**config.mk**
```make
export PLATFORM = sky130hd
export DESIGN_NAME = sdq_ctrl
export DESIGN_NICKNAME = d
export VERILOG_FILES = /design/src/hdl/sdq_pkg.sv /design/src/hdl/sdq_ctrl.sv
export SDC_FILE = /design/constraint.sdc
export NUM_CORES = 1
export LEC_CHECK = 0
export BUFFER_PORTS_ARGS = -buffer_cell sky130_fd_sc_hd__buf_2
export CAP_MARGIN = 0
export CORE_AREA = 3 3 40 42
export CTS_CLUSTER_SIZE = 40
export DETAILED_ROUTE_END_ITERATION = 8
export DIE_AREA = 0 0 43 45
export GPL_TIMING_DRIVEN = 0
export PLACE_DENSITY = 0.54
export SLEW_MARGIN = 40
export SYNTH_ARGS = -nofsm -noshare
export SYNTH_HDL_FRONTEND = slang
export SYNTH_SLANG_ARGS = --single-unit
```
**constraint.sdc**
```tcl
create_clock -name clk -period 2.42 [get_ports clk]
set_clock_uncertainty 0.05 [all_clocks]
set_input_delay 0.363 -clock clk [delete_from_list [all_inputs] [get_ports clk]]
set_output_delay 0.363 -clock clk [all_outputs]
set_load 0.02 [all_outputs]
```
**src/hdl/sdq_pkg.sv**
```systemverilog
// Package for the quadgram score unit: sizes, field types, item kinds and the
// command and status words between controller and datapath. No dependencies.
package sdq_pkg;

  localparam int TEXT_MAX       = 65536;
  localparam int ALPHABET_SIZE  = 26;
  localparam int WINDOW_LETTERS = 4;
  localparam int VALUE_BITS     = 24;

  localparam int TABLE_DEPTH = ALPHABET_SIZE * ALPHABET_SIZE * ALPHABET_SIZE * ALPHABET_SIZE;
  localparam int INDEX_BITS  = 19;
  localparam int LETTER_BITS = 5;
  localparam int KIND_BITS   = 2;
  localparam int REF_BITS    = 24;
  localparam int SCORE_BITS  = 24;
  localparam int GRAM_BITS   = 16;
  localparam int SUM_BITS    = 40;
  localparam int SEEN_BITS   = 2;
  localparam int STEP_BITS   = $clog2(SUM_BITS);

  localparam int GRAM_CAP_RAW = TEXT_MAX - WINDOW_LETTERS + 1;
  localparam int GRAM_CAP     = (GRAM_CAP_RAW > 65535) ? 65535 : GRAM_CAP_RAW;

  typedef logic [KIND_BITS-1:0]          kind_t;
  typedef logic [INDEX_BITS-1:0]         table_index_t;
  typedef logic signed [VALUE_BITS-1:0]  value_t;
  typedef logic [LETTER_BITS-1:0]        letter_t;
  typedef logic signed [REF_BITS-1:0]    ref_t;
  typedef logic [SCORE_BITS-1:0]         score_t;
  typedef logic [GRAM_BITS-1:0]          gram_t;
  typedef logic signed [SUM_BITS-1:0]    sum_t;
  typedef logic [SUM_BITS-1:0]           mag_t;
  typedef logic [STEP_BITS-1:0]          step_t;
  typedef logic [SEEN_BITS-1:0]          seen_t;

  localparam kind_t KIND_TABLE  = 2'd0;
  localparam kind_t KIND_KEY    = 2'd1;
  localparam kind_t KIND_LETTER = 2'd2;

  localparam letter_t LETTER_MAX = letter_t'(ALPHABET_SIZE - 1);
  localparam seen_t   SEEN_FULL  = seen_t'(WINDOW_LETTERS - 1);
  localparam gram_t   GRAM_LIMIT = gram_t'(GRAM_CAP);
  localparam step_t   STEP_LAST  = step_t'(SUM_BITS - 1);

  typedef struct packed {
    logic ready;
    logic take_letter;
    logic read_table;
    logic accumulate;
    logic div_start;
    logic emit;
  } cmd_t;

  typedef struct packed {
    logic letter_req;
    logic last_flag;
    logic tally_zero;
    logic div_done;
    logic out_free;
  } status_t;

endpackage

```
**src/hdl/sdq_ctrl.sv**
```systemverilog
// Controller state machine of the quadgram score unit.
// Depends on sdq_pkg; drives the datapath through cmd_t and reads status_t.
module sdq_ctrl (
  input  logic             clk,
  input  logic             rst,
  input  sdq_pkg::status_t status,
  output sdq_pkg::cmd_t    cmd
);
  import sdq_pkg::*;

  typedef enum logic [5:0] {
    S_IDLE  = 6'b000001,
    S_ADDR  = 6'b000010,
    S_ACC   = 6'b000100,
    S_START = 6'b001000,
    S_DIV   = 6'b010000,
    S_FIN   = 6'b100000
  } state_t;

  state_t state;
  state_t state_next;

  always_ff @(posedge clk) begin
    if (rst) begin
      state <= S_IDLE;
    end else begin
      state <= state_next;
    end
  end

  always_comb begin
    state_next = state;
    unique case (state)
      S_IDLE: begin
        if (status.letter_req) begin
          state_next = S_ADDR;
        end
      end
      S_ADDR: begin
        state_next = S_ACC;
      end
      S_ACC: begin
        state_next = status.last_flag ? S_START : S_IDLE;
      end
      S_START: begin
        state_next = status.tally_zero ? S_FIN : S_DIV;
      end
      S_DIV: begin
        if (status.div_done) begin
          state_next = S_FIN;
        end
      end
      S_FIN: begin
        if (status.out_free) begin
          state_next = S_IDLE;
        end
      end
      default: begin
        state_next = S_IDLE;
      end
    endcase
  end

  always_comb begin
    cmd.ready       = (state == S_IDLE);
    cmd.take_letter = (state == S_IDLE) && status.letter_req;
    cmd.read_table  = (state == S_ADDR);
    cmd.accumulate  = (state == S_ACC);
    cmd.div_start   = (state == S_START) && !status.tally_zero;
    cmd.emit        = (state == S_FIN) && status.out_free;
  end

endmodule

```
==> out/metrics.yaml, run 1 <==
job:
  max-cap-violations: 0
clock_tree:
  clk_latency_ns: 0.24
  ctsResizeCount: 0
  post-cts-setup-buffers: 0
  clockBufferDepth: 2
  cts_tree: "yes"
  cts_root_buffer: "clkbuf_4"
  htree_levels: 1
  cts_hold_buf: 0
  cts_buffers: 3
  cts.sinks: 6
  clkTransAtPathRegs_ns: 0.04
finish:
  regArea_um2: 120
  layout-area-overhead-vs-synth_pct: 26.4
  post-route-util_pct: 37.8
  multi_input_comb_area_um2: 256
  top_regs: "state x6"
  regMostFlops: "state"
  fillCellCount: 132
  final_cells: 74
  drive_above_1_share_pct: 32.2
  num_antenna_cells: 0
  nNetsFinal: 68
  final_cell_area_um2: 485
  largest_reg_flops: 6
synthesis:
  synth-async-reset-ratio_pct: 0
  yosysWarnings: 0
  ys_types: 26
  ys.flop_type: "dfxtp_1"
  yosys-top-cells-area: "dfxtp_1 (31%), nor3b_1 (9.8%), nor3_1 (5.2%)"
  yosys-top-cells-count: "dfxtp_1 (6), nor3b_1 (5), nor3_1 (4), nand2b_1 (3), o21ai_0 (3)"
  yosysTopAreaCellShare_pct: 31.3
  syn-cell-area_um2: 384
  synth_top_cell_by_area: "dfxtp_1"
  yosysMostFrequentCell: "dfxtp_1"
  synth_edf_count: 0
  seq_area_frac_synth_pct: 31.3
  synth_fp_nets: 51
  ys_ff_latch: 6
  syn-instance-count: 44
  syn_area_per_cell_um2: 8.73
pwr:
  vdd_drop_max_uv: 358
  p_leak_uw: 0.000201
  power_density_nw_per_um2: 933
critical_path:
  crit_fanout: 10
  worstPathCellList: "clkbuf_1 > or4_1 > nor3b_1 > buf_2"
  cpPeakStageDelay_ns: 0.50
  rr_startpoint: "state[5]$_SDFFE_PP0P_"
  cp-start-kind: "flip-flop"
  reg2reg_depth: 4
  worstPathRequired_ns: 2.01
  worst_path_max_delay_cell: "or4_1"
  rrSetupSlack_ns: 0.59
  cp-end-kind: "primary output"
  r2r-end: "state[0]$_SDFFE_PP1P_"
  crit_arrival_ns: 1.67
  startpoint: "state[0]$_SDFFE_PP1P_"
  crit_type: "reg -> out"
floorplan:
  die_h_um: 45
  die_area_um2: 1940
  row_count: 13
  die_width_um: 43
  start_util_pct: 29.9
  io_pins: 13
  core_um2: 1280
drt:
  drcViolationCount: 0
  ant_nets: 0
  viasPerCell: 5.27
  drt_wl_total_um: 830
  vias: 390
  wire_per_inst_um: 11.2
  drtIter0Drc: 7
  drtPass1Iterations: 4
min_path:
  min_from: "status[3]"
  min_to: "state[3]$_SDFFE_PP0P_"
  hp-class: "in -> reg"
  whs_path_depth: 3
placement:
  gp_congestion: 0.734
  hpwl_um: 642
  numPortBuffers: 12
  place_inst: 71
  place_area_um2: 463
sta:
  slew_viol_final: 0
  slew_headroom_pct: 64.7
  min_period_over_period_pct: 86.0
  rsz0062_at_grt: "no"
  worst_slew_pin_slew_ns: 0.524
  final-setup-viol-count: 0
  fin_crit_ns: 2.08
  timing.fmax_ghz: 0.480
  finalHoldViolations: 0
  fin_tns_setup_ns: 0
global_routing:
  grt_antenna_before_repair: 0
  grt_overflow: 0
  grt_pass1_wl_mm: 1.48
  grt_pass1_vias: 357
  grt_usage_pct: 10.3
  grt_max_degree: 11
outcome:
  status: "finished, final reports clean"
## cell usage in the layout (no fill, tap or decap)
cell,n
a2111o_1,1
a211oi_2,1
a21oi_1,1
a31oi_1,1
a41oi_1,1
and2_1,1
and3b_2,1
and4b_1,1
buf_2,12
clkbuf_1,1
clkbuf_4,3
dfxtp_1,6
inv_1,1
nand2_1,2
nand2b_1,3
nand3b_1,1
nor2_1,2
nor3_1,4
nor3b_1,5
nor4_1,1
nor4bb_1,1
o211a_1,1
o21ai_0,3
o31ai_1,1
or3_4,1
or4_1,1
or4_4,1
xor2_1,1
## per-layer routing
metal  GRT usage, %  wire length (um)
met4           5.42                 5
met1           14.1               418
met3           3.59                53
met5              0                 0
met2           14.1               353
## per-stage QoR
step / setup slack (ns) / total power, uW / hold slack [ns]
3_3_place_gp: 0.576 / 367 / 0.561
3_5_place_dp: 0.590 / 366 / 0.563
4_1_cts: 0.315 / 460 / 0.305
6_report: 0.338 / 453 / 0.312
2_1_floorplan: 0.526 / 308 / 0.385
5_1_grt: 0.177 / 491 / 0.318
## cell families (layout without fill, tap and decap cells)
group / count (synthesis) / after routing / synth area share (%)
flip-flops: 6 / 6 / 31.3
XOR/XNOR: 1 / 1 / 2.28
AO/OA/AOI/OAI: 10 / 10 / 19.9
AND/OR/NAND/NOR: 25 / 25 / 44.6
buffers and inverters: 2 / 17 / 1.95
## final cells by class
cell class              instances  share of cell area (%)
plain buffers                   1                   0.773
clock buffers                   3                    4.64
flip-flops and latches          6                    24.7
inverters                       1                   0.773
repair buffers                 12                    12.4
well taps                      15                    3.87
multi-input cells              36                    52.8
## worst max-delay path: cells and delay by family, from the launching register on
kind                   cells  cell delay (ns)
and+or+nand+nor            2             0.73
buffers and inverters      2             0.40
DFF                        1             0.30
## worst max path at each step
stage / cells past startpoint / slack, ns / end
floorplan: 3 / 0.53 / cmd[3]
global placement: 4 / 0.58 / cmd[3]
detailed placement: 4 / 0.59 / cmd[3]
CTS: 4 / 0.32 / cmd[3]
global route: 4 / 0.18 / cmd[3]
finish: 4 / 0.34 / cmd[3]
## report_power, final
group	internal [uW]	total, uW	leakage, uW	switching (uW)
registers	119	144	0.0000490	25.0
clock network	55.9	89.7	0.0000138	33.8
logic	98.0	219	0.000139	121
total	273	453	0.000201	179
No activity file was read; power rests on OpenSTA's default activity.
==> inputs of run 2 (changes only) <==
- BUFFER_PORTS_ARGS: -buffer_cell sky130_fd_sc_hd__buf_2 -> not set
- DONT_BUFFER_PORTS: not set -> 1
- PLACE_DENSITY: 0.54 -> 0.45
==> run 2 against run 1 <==
  * Wire length increased by 19%
  * Utilization decreased by 4.3 points
  * Non-clock buffer count is 12 lower
  * Register-to-register slack lost 0.12 ns
  * Largest power group unchanged
  * Setup slack got worse by 0.15 ns
  * Die area is the same
  * Count of clock-buffer cells in the layout did not move
==> out/metrics.yaml, run 2 (synthesis results as in run 1) <==
floorplan:
  start_util_pct: 29.9  # unchanged
  die_area_um2: 1940  # unchanged
  die_width_um: 43  # unchanged
  row_count: 13  # unchanged
  core_um2: 1280  # unchanged
  io_pins: 13  # unchanged
  die_h_um: 45  # unchanged
min_path:
  min_to: "state[5]$_SDFFE_PP0P_"
  min_from: "rst"
  whs_path_depth: 1  # -2
  hp-class: "in -> reg"
placement:
  place_area_um2: 403  # -13%
  numPortBuffers: 0  # -12
  gp_congestion: 0.749  # +2.1%
  hpwl_um: 699  # +8.9%
global_routing:
  grt_overflow: 0  # unchanged
  grt_util_met3_pct: 3.19  # -0.40 points
  use_met1_pct: 13.3  # -0.82 points
  grt_usage_pct: 10.3  # +0.058 points
  grt_pass1_wl_mm: 1.46  # -1.9%
  use_met2_pct: 13.8  # -0.30 points
  grt_pass1_vias: 327  # -8.4%
  grt_max_degree: 11  # unchanged
  grt.busiest_layer: "met2"
  grt_antenna_before_repair: 0  # unchanged
sta:
  slew_headroom_pct: 48.8  # -16 points
  slew_viol_final: 0  # unchanged
  fin_crit_ns: 2.23  # +0.146 ns
  final-setup-viol-count: 0  # unchanged
  finalHoldViolations: 0  # unchanged
  timing.fmax_ghz: 0.449  # -6.5%
  rsz0062_at_grt: "no"
  min_period_over_period_pct: 92.0  # +6.0 points
  worst_slew_pin_slew_ns: 0.762  # +0.237 ns
  fin_tns_setup_ns: 0  # unchanged
clock_tree:
  ctsResizeCount: 0  # unchanged
  clockBufferDepth: 2  # unchanged
  cts_hold_buf: 0  # unchanged
  htree_levels: 1  # unchanged
  clkTransAtPathRegs_ns: 0.04  # about the same
  clk_latency_ns: 0.24  # about the same
  cts_tree: "yes"
  post-cts-setup-buffers: 0  # unchanged
  cts.sinks: 6  # unchanged
  cts_buffers: 3  # unchanged
  cts_root_buffer: "clkbuf_4"
critical_path:
  r2r-end: "state[4]$_SDFFE_PP0P_"
  crit_arrival_ns: 1.81  # +0.14 ns
  cp-end-kind: "primary output"
  rrSetupSlack_ns: 0.47  # -0.12 ns
  worstPathRequired_ns: 2.01  # about the same
  startpoint: "state[5]$_SDFFE_PP0P_"
  rr_startpoint: "state[0]$_SDFFE_PP1P_"
  cpPeakStageDelay_ns: 0.64  # +0.14 ns
  reg2reg_depth: 5  # +1
  cp-start-kind: "flip-flop"
  worstPathCellList: "or4_4 > nor3_1"
  crit_type: "reg -> out"
  worst_path_max_delay_cell: "nor3_1"
  crit_fanout: 8  # -2
drt:
  wire_per_inst_um: 16.0  # +43%
  drtPass1Iterations: 4  # unchanged
  drcViolationCount: 0  # unchanged
  vias: 368  # -5.6%
  drt_wl_total_um: 991  # +19%
  ant_nets: 0  # unchanged
  drtIter0Drc: 9  # +2
  viasPerCell: 5.94  # +13%
pwr:
  p_switching_uw: 182  # +1.4%
  vdd_drop_max_uv: 484  # +35%
  pwr-share-seq_pct: 32.9  # +1.0 points
  switching_share_pct: 41.4  # +1.8 points
  internal_power_uw: 257  # -5.9%
  clockPowerShare_pct: 20.4  # +0.6 points
  power_density_nw_per_um2: 1020  # +9.4%
  power_frac_comb_pct: 46.7  # -1.6 points
  p_leak_uw: 0.000148  # -26%
finish:
  final_cell_area_um2: 430  # -11%
  final_common_cell: "dfxtp_1"
  regMostFlops: "state"
  post-route-util_pct: 33.5  # -4.3 points
  most-common-layout-cells: "dfxtp_1 (6), nor3_1 (4), nor3b_1 (4)"
  layout-area-overhead-vs-synth_pct: 12.1
  top_regs: "state x6"
  drive_above_1_share_pct: 17.0  # -15 points
  nNetsFinal: 56  # -18%
  num_antenna_cells: 0  # unchanged
  largest_reg_flops: 6  # unchanged
job:
  max-cap-violations: 0  # unchanged
outcome:
  status: "finished, final reports clean"
[run 2: cell count changes in the layout (fill, tap and decap cells not counted), sizes merged]
| cell | delta |
|---|---|
| buf | -12 |
[run 2: layer usage]
metal / wire [um] / vias up / share of wire [%]
li1: - / 182 / -
met1: 423 / 173 / 43
met2: 467 / 11 / 47
met3: 88 / 2 / 8.9
met4: 11 / 0 / 1.1
met5: 0 / - / 0
[run 2: power by group through the flow]
stage	combinational [uW]	sequential (uW)	clock [uW]
final	205	144	89.5
after global routing	222	149	99.5
after CTS	200	143	94.5
after detailed placement	199	145	0
after global placement	196	145	0
after floorplan	170	139	0
[run 2: metrics by stage]
step                setup WS, ns  std cells  power, uW  hold slack, ns
finish                     0.192         62        439           0.142
global route              0.0945         62        471           0.133
CTS                       0.0954         62        438           0.134
detailed placement         0.367         59        344           0.390
global placement           0.395         59        342           0.389
floorplan                  0.526         44        308           0.385
[run 2: critical path: cells and delay by family (launching register included)]
family,cells,cell delay (ns)
DFF,1,0.37
and+or+nand+nor,2,1.21
[run 2: area by class of cell]
cell class                 count  area [um2]
fill                         143         855
multi-input combinational     36         262
sequential                     6         120
clock buffer                   3        22.5
tap                           15        18.8
buffer                         1        3.75
inverter                       1        3.75
[run 2: how the worst max path moves through the flow]
| stage | end | cells past startpoint | slack (ns) |
|---|---|---|---|
| 5_1_grt | cmd[1] | 2 | 0.09 |
| 2_1_floorplan | cmd[3] | 3 | 0.53 |
| 4_1_cts | cmd[3] | 3 | 0.1 |
| 3_3_place_gp | cmd[3] | 3 | 0.40 |
| 6_report | cmd[1] | 2 | 0.19 |
| 3_5_place_dp | cmd[3] | 3 | 0.37 |
